### config.mk
export PLATFORM = sky130hd
export DESIGN_NAME = shp_boost
export DESIGN_NICKNAME = d
export VERILOG_FILES = /design/src/rtl/core/shp_pkg.sv /design/src/rtl/core/shp_boost.sv
export SDC_FILE = /design/constraint.sdc
export NUM_CORES = 1
export LEC_CHECK = 0
export CAP_MARGIN = 0
export CORE_MARGIN = 10
export CORE_UTILIZATION = 31
export DETAILED_ROUTE_END_ITERATION = 8
export DONT_BUFFER_PORTS = 1
export PLACE_DENSITY = 0.56
export SETUP_SLACK_MARGIN = 0.4
export SLEW_MARGIN = 20
export SYNTH_ARGS = -nofsm -noshare
export SYNTH_HDL_FRONTEND = slang
export SYNTH_SLANG_ARGS = --single-unit
### constraint.sdc
create_clock -name clk_i -period 12.6 [get_ports clk_i]
set_input_delay 1.89 -clock clk_i [delete_from_list [all_inputs] [get_ports clk_i]]
set_output_delay 1.89 -clock clk_i [all_outputs]
set_load 0.02 [all_outputs]
### src/rtl/core/shp_pkg.sv
// ----------------------------------------------------------------------------
// Slope hillshade package
// Fixed-point constants, register indexes and reset values that the pixel
// unit and its channel boost stage share.
// ----------------------------------------------------------------------------
package shp_pkg;

  // Field widths.
  localparam int unsigned HGT_W  = 8;
  localparam int unsigned CHAN_W = 8;

  // Configuration port.
  localparam int unsigned CFG_IDX_W  = 2;
  localparam int unsigned CFG_DATA_W = 8;

  localparam logic [CFG_IDX_W-1:0] CFG_WATER_LEVEL     = 2'd0;
  localparam logic [CFG_IDX_W-1:0] CFG_GRASS_LOW_LEVEL = 2'd1;
  localparam logic [CFG_IDX_W-1:0] CFG_ROCK_LEVEL      = 2'd2;

  localparam logic [HGT_W-1:0] WATER_LEVEL_RST     = 8'd64;
  localparam logic [HGT_W-1:0] GRASS_LOW_LEVEL_RST = 8'd110;
  localparam logic [HGT_W-1:0] ROCK_LEVEL_RST      = 8'd200;

  // Q16 constants: 1.0, 0.04, 0.25 and 1.4.
  localparam logic signed [25:0] Q_ONE   = 26'sd65536;
  localparam logic signed [25:0] Q_STEP  = 26'sd2621;
  localparam logic signed [25:0] Q_FLOOR = 26'sd16384;
  localparam logic signed [41:0] Q_SAT   = 42'sd91750;

  // Brightest channel value in Q16.
  localparam logic signed [26:0] CHAN_MAX_Q = 27'sd16711680;
  localparam logic [CHAN_W-1:0]  CHAN_MAX   = 8'd255;

  // Exact floor division by three for values below 2^26:
  // mean = (sum * ceil(2^27 / 3)) >> 27.
  localparam int unsigned      DIV3_SHIFT = 27;
  localparam logic [51:0]      DIV3_MULT  = 52'd44739243;

endpackage : shp_pkg

### src/rtl/core/shp_boost.sv
// ----------------------------------------------------------------------------
// Slope hillshade channel boost
// Pushes one scaled channel away from the channel mean by 1.4, truncating
// toward zero, then clamps the result to 0..255 and drops the fraction.
// ----------------------------------------------------------------------------
module shp_boost (
  input  logic        clk_i,
  input  logic        en_i,     // load the product register
  input  logic [23:0] chan_i,   // scaled channel, Q16
  input  logic [23:0] mean_i,   // mean of the three scaled channels, Q16
  output logic [7:0]  chan_o    // clamped channel, integer part
);

  logic signed [24:0] diff;
  logic signed [41:0] prod_d, prod_q;
  logic [23:0]        mean_q;
  logic signed [41:0] biased;
  logic signed [25:0] delta;
  logic signed [26:0] boosted;

  // Distance from the mean times 1.4 in Q16.
  assign diff   = $signed({1'b0, chan_i}) - $signed({1'b0, mean_i});
  assign prod_d = 42'(diff) * shp_pkg::Q_SAT;

  always_ff @(posedge clk_i) begin
    if (en_i) begin
      prod_q <= prod_d;
      mean_q <= mean_i;
    end
  end

  // Drop the fraction toward zero: negative products are biased first.
  assign biased  = prod_q + (prod_q[41] ? 42'sd65535 : 42'sd0);
  assign delta   = biased[41:16];
  assign boosted = 27'(delta) + $signed({3'b000, mean_q});

  // Clamp to the channel range and keep the integer part.
  always_comb begin
    priority if (boosted[26]) begin
      chan_o = '0;
    end else if (boosted > shp_pkg::CHAN_MAX_Q) begin
      chan_o = shp_pkg::CHAN_MAX;
    end else begin
      chan_o = boosted[23:16];
    end
  end

endmodule : shp_boost

==> out/qor.yml, run 1 <==
critical_path:
  critical_path_class: "input pin to flip-flop"
  timing.critical_path.mode_cell: "fa_1"
  endpoint_kind: "flip-flop"
  path_depth: 30
  cp.required_ns: 12.68
  critical_path.max_fanout: 5
  path_delay_family: "adder cells"
  max_stage_delay_ns: 0.54
  cp.arrival_ns: 9.75
  start_kind: "input pin"
  critical_path_buf_inv_count: 3
  slowest_stage: "fa_1"
cells_and_area:
  multiInputGateArea_sq_um: 8990
  syn2layout_area_growth_pct: 7.68
  regArea_sq_um: 1950
  final_common_cell: "inv_1"
  final_layout_size_suffix_gt1_share_pct: 3.24
  antenna_cells: 0
  fin_nets: 1601
  fill_cells: 3868
  layout_common_cells: "260 x inv_1, 194 x ha_1, 159 x fa_1"
logic_synthesis:
  synthCells: 1189
  synth_simple_gate_area_share_pct: 7.44
  synthMuxAreaShare_pct: 0
  synth_compound_area_share_pct: 13.2
  ys_ff_latch: 65
  synth-xor-area-share_pct: 7.52
  yosys.cell_types.count: 71
  yosysWarnings: 0
  ys.flop_type: "edfxtp_1"
  syn_area_per_cell_sq_um: 10.0
  synth_enable_flop_cells: 65
  yosysSeqAreaShare_pct: 16.4
  ys_async_sr_fraction_pct: 0
  synth_top_family_by_area: "adder cells"
  synth.net_count: 1592
  synthesis.area_sq_um: 11900
  synth_adder_area_share_pct: 47.1
floorplanning:
  die_area_sq_um: 46700
  io-pin-count: 58
  fp.dieH_microns: 216
  initial_core_util_pct: 31.5
  num_rows: 71
  core_sq_um: 37800
  die_w_microns: 216
place:
  dp_hpwl_mm: 25.0
  gp_congestion: 0.926
  portBuffers: 0
sta:
  maxSlewHeadroom_pct: 44.3
  fin_crit_ns: 9.67
  tightestPinTransition_ns: 0.829
  drv_slew: 0
  setup_viol: 0
  hold_viol: 0
  tns_ns: 0
  grt_setup_unrepaired: "no"
  timing.fmax_mhz: 103
  period_share_pct: 76.7
route:
  met1_length_mm: 13.2
  wl_per_cell_microns: 16.4
  top_layer_used: "met4"
  via_count: 8032
  wl_mm: 28.2
  drtIter0Drc: 373
  drtPass1Iterations: 5
  drc: 0
  dr_wl_met3_mm: 1.26
  viasPerCell: 4.69
  wl_met2_mm: 13.0
  ant_nets: 0
grt:
  grt_max_degree: 66
  grt_overflow: 0
  grtUsageTotal_pct: 12.3
  grt_pass1_wl_mm: 45.9
  antenna_found_initial: 0
  grt_pass1_vias: 8559
hold_path:
  hold_class: "input pin to flip-flop"
  holdPathStages: 0
clocking:
  cts_tree: "built"
  cts_hold_buf: 0
  cts-buffers-inserted: 9
  path_clk_slew_ns: 0.06
  cts_root_buf: "clkbuf_16"
  cts_sinks: 65
  ctsResizeCount: 0
  post-cts-setup-buffers: 0
  clockBufferDepth: 2
  cts_max_level: 3
status:
  status: "completed"
flow_run:
  drv_cap: 0
==> sequential cells by signal (all words and copies together), names as in the netlist <==
name	cells
prod_q	41
mean_q	24
==> synth_stat cells, types with 2 or more instances <==
| master | number | area, sq um |
|---|---|---|
| a31oi_1 | 3 | 18.8 |
| nand2b_1 | 10 | 62.6 |
| inv_1 | 260 | 976 |
| a21oi_1 | 70 | 350 |
| nand3b_1 | 3 | 22.5 |
| o211ai_2 | 2 | 25.0 |
| clkbuf_1 | 3 | 11.3 |
| nor2b_1 | 10 | 62.6 |
| a2111oi_0 | 3 | 26.3 |
| and4_1 | 3 | 26.3 |
| edfxtp_1 | 65 | 1950 |
| a21boi_0 | 3 | 22.5 |
| a21oi_2 | 4 | 35.0 |
| o31ai_1 | 2 | 15.0 |
| xnor2_1 | 61 | 534 |
| o31a_1 | 5 | 43.8 |
| or3_1 | 5 | 31.3 |
| o21ai_1 | 7 | 35.0 |
| fa_1 | 159 | 3180 |
| and2_1 | 6 | 37.5 |
| a211oi_1 | 9 | 67.6 |
| a221oi_1 | 2 | 17.5 |
| nor4_1 | 2 | 12.5 |
| nor2_1 | 38 | 143 |
| o21ai_2 | 4 | 35.0 |
| nand4_1 | 7 | 43.8 |
| and3_1 | 14 | 87.6 |
| nand3_1 | 19 | 95.1 |
| or2_2 | 2 | 12.5 |
| ha_1 | 194 | 2430 |
| o21ai_0 | 32 | 160 |
| o21a_1 | 19 | 143 |
| nand2_1 | 38 | 143 |
| xor2_1 | 37 | 324 |
| o211ai_1 | 6 | 45.0 |
| o21bai_1 | 8 | 60.1 |
| a211o_1 | 2 | 17.5 |
| a21o_1 | 28 | 210 |
| nor3_1 | 12 | 60.1 |
==> cells by family (layout without fill, tap and decap cells) <==
kind of cell    count (synthesis)  in the layout
simple gates                  175            175
compound gates                231            231
fa+ha+maj                     354            354
flops                          65             65
xor+xnor                      100            100
buf+inv                       264            278
==> layout make-up <==
type | count | area share, %
Clock inverter | 6 | 0.380
Multi-Input combinational cell | 860 | 70.0
Clock buffer | 10 | 1.78
Tap cell | 511 | 4.98
Timing Repair Buffer | 2 | 0.117
Inverter | 260 | 7.60
Sequential cell | 65 | 15.2
==> stage by stage <==
stage,setup slack [ns],util (%),std cells,hold WS (ns),area (sq um)
2_1_floorplan,3.32,-,1189,1.99,11900
3_3_place_gp,2.68,33.2,1698,1.99,12600
3_5_place_dp,2.54,33.2,1698,1.99,12600
4_1_cts,2.87,34.0,1714,1.63,12800
5_1_grt,2.33,34.0,1714,1.63,12800
6_report,2.93,34.0,1714,1.64,12800
==> metal layers <==
metal  vias up  global-route usage (%)
met5         -                       0
met4         0                    4.01
met3        31                    1.64
met2       163                    20.2
met1      3853                    16.4
li1       3985                       -
==> worst paths after layout <==
check | slack [ns] | to | from
worst max-delay path | 2.93 | prod_q[41] | chan_i[0]
worst min-delay path | 1.64 | mean_q[0] | mean_i[0]
Power of run 1 is not shown: default switching activity piles up to over one toggle a cycle in this logic, so the estimate is an artifact.
==> inputs of run 2 (changes only) <==
--- a/config.mk
+++ b/config.mk
@@ -5,12 +5,13 @@
 export SDC_FILE = /design/constraint.sdc
 export NUM_CORES = 1
 export LEC_CHECK = 0
+export ABC_AREA = 1
 export CAP_MARGIN = 0
 export CORE_MARGIN = 10
 export CORE_UTILIZATION = 31
 export DETAILED_ROUTE_END_ITERATION = 8
 export DONT_BUFFER_PORTS = 1
-export PLACE_DENSITY = 0.56
+export PLACE_DENSITY = 0.57
 export SETUP_SLACK_MARGIN = 0.4
 export SLEW_MARGIN = 20
 export SYNTH_ARGS = -nofsm -noshare
==> constraint.sdc (replaced) <==
create_clock -name clk_i -period 8.1 [get_ports clk_i]
set_input_delay 1.215 -clock clk_i [delete_from_list [all_inputs] [get_ports clk_i]]
set_output_delay 1.215 -clock clk_i [all_outputs]
set_load 0.02 [all_outputs]
==> run 2 against run 1 <==
Against the previous run:
- final area is 30% higher
- final cell count is 50% higher
- critical path depth is 1 lower
- synthesized cell count is 51% higher
- highest routed layer unchanged
- via count is 49% higher
- critical path type unchanged
- sequential cell count stayed put
==> out/qor.yml, run 2 <==
status:
  status: "completed"
sta:
  grt_setup_unrepaired: "yes"
  fin_crit_ns: 7.50
  drv_slew: 0  # unchanged
  hold_slack_ns: 0.959  # -0.685 ns
  period_share_pct: 92.6
  tightestPinTransition_ns: 0.798  # -0.0307 ns
  hold_viol: 0  # unchanged
  setup_slack_ns: 0.600  # -2.33 ns
  setup_viol: 0  # unchanged
  timing.fmax_mhz: 133
  maxSlewHeadroom_pct: 46.2  # +2.0 points
hold_path:
  hold_class: "input pin to flip-flop"
route:
  via_count: 12000  # +49%
  viasPerCell: 4.65  # -0.72%
  drtPass1Iterations: 6  # +1
  wl_per_cell_microns: 16.5  # +0.51%
  wl_mm: 42.5  # +51%
  ant_nets: 0  # unchanged
  drc: 0  # unchanged
  drtIter0Drc: 595  # +60%
critical_path:
  slowest_stage: "fa_1"
  endpoint_kind: "flip-flop"
  critical_path_buf_inv_count: 7  # +4
  critical_path_class: "input pin to flip-flop"
  critical_path.max_fanout: 5  # unchanged
  cp.required_ns: 8.26  # -4.42 ns
  max_stage_delay_ns: 0.54  # about the same
  start_kind: "input pin"
  cp.arrival_ns: 7.66  # -2.09 ns
  path_delay_family: "adder cells"
logic_synthesis:
  yosysWarnings: 0  # unchanged
  synth_enable_flop_cells: 65  # unchanged
  yosysMostFrequentCell: "inv_1"
  synth_top_area_share_pct: 22.9  # -3.8 points
  synthCells: 1796  # +51%
  ys_async_sr_fraction_pct: 0  # unchanged
  yosys.cell_types.count: 42  # -41%
  yosys-top-cells-count: "454 x inv_1, 383 x nand2_1, 194 x ha_1"
  ys.flop_type: "edfxtp_1"
  syn_area_per_cell_sq_um: 7.74  # -23%
  synthesis.area_sq_um: 13900  # +16%
  synth_area_leaders: "fa_1 23%, ha_1 17%, edfxtp_1 14%"
  yosysSeqAreaShare_pct: 14.0  # -2.3 points
  synth.net_count: 2199  # +38%
  ys_ff_latch: 65  # unchanged
  yosysTopAreaCell: "fa_1"
cells_and_area:
  syn2layout_area_growth_pct: 20.3
  fin_nets: 2383  # +49%
  layout_common_cells: "452 x inv_1, 377 x nand2_1, 178 x ha_1"
  final_cells: 2577  # +50%
  antenna_cells: 0  # unchanged
  largest_register: "prod_q"
  largest_reg_flops: 41  # unchanged
  postLayoutCellArea_sq_um: 16700  # +30%
  final_layout_size_suffix_gt1_share_pct: 15.9  # +13 points
  reg_top3: "prod_q (41), mean_q (24)"
  final_common_cell: "inv_1"
floorplanning:
  die_area_sq_um: 53700  # +15%
  die_w_microns: 232  # +7.2%
  fp.dieH_microns: 232  # +7.2%
  initial_core_util_pct: 31.4  # -0.17 points
  core_sq_um: 44300  # +17%
  num_rows: 77  # +8.5%
  io-pin-count: 58  # unchanged
clocking:
  cts_root_buf: "clkbuf_16"
  cts_tree: "built"
  cts_sinks: 65  # unchanged
  clockBufferDepth: 2  # unchanged
  cts-buffers-inserted: 9  # unchanged
  cts_hold_buf: 0  # unchanged
  cts_max_level: 3  # unchanged
  path_clk_slew_ns: 0.06  # about the same
flow_run:
  drv_cap: 0  # unchanged
grt:
  grt_max_degree: 66  # unchanged
  antenna_found_initial: 0  # unchanged
  grtUsageTotal_pct: 15.9  # +3.6 points
  grt_pass1_vias: 12500  # +47%
  grt_overflow: 0  # unchanged
  grt_pass1_wl_mm: 66.9  # +46%
place:
  gp_congestion: 0.952  # +2.8%
  place_ws_ns: -0.171  # -2.71 ns
  dp_hpwl_mm: 37.9  # +52%
  placed_area_sq_um: 15900  # +26%
  dp_cells: 2553  # +50%
  portBuffers: 0  # unchanged
## run 2: cell families after synthesis
logic type / count (synthesis) / share of synthesized area, %
and+or+nand+nor: 654 / 20.3
buffers and inverters: 455 / 12.3
adders and majority gates: 353 / 40.4
AOI/OAI and AO/OA: 183 / 7.56
xor gates and xnor gates: 86 / 5.47
DFF: 65 / 14.0
## run 2: repair_timing
action / 4_1_cts / 5_1_grt
pin swaps: 1 / 13
gates resized for setup: 14 / 100
cloned: 0 / 0
setup buffers: 1 / 7
setup endpoints to repair: 15 / 24
## run 2: metal layers
layer	track usage, %	vias to the layer above	share of wire [%]
met1	19.0	5728	43
met5	0	-	0
met4	5.94	0	3.4
li1	-	5956	-
met2	28.9	232	51
met3	1.40	73	2.9
## run 2: final cells by class
type                       count  area (sq um)
clock inverter                 7          95.1
timing repair buffer         173          1300
sequential                    65          1950
clock buffer                   9           225
inverter                     455          1710
tap                          592           741
fill                        4553         27600
multi-input combinational   1276         10700
## run 2: worst paths after layout
kind                  startpoint         end  slack (ns)  cells past startpoint
worst min-delay path  mean_i[17]  mean_q[17]        0.96                      0
worst max-delay path   mean_i[2]  prod_q[29]        0.60                     29
## run 2: metrics by stage
stage	utilization, %	setup TNS, ns
floorplan	-	0
global placement	35.8	-0.341
detailed placement	35.8	-0.820
CTS	36.7	0
global route	37.7	0
finish	37.7	0
Power of run 2 is left out for the same reason.
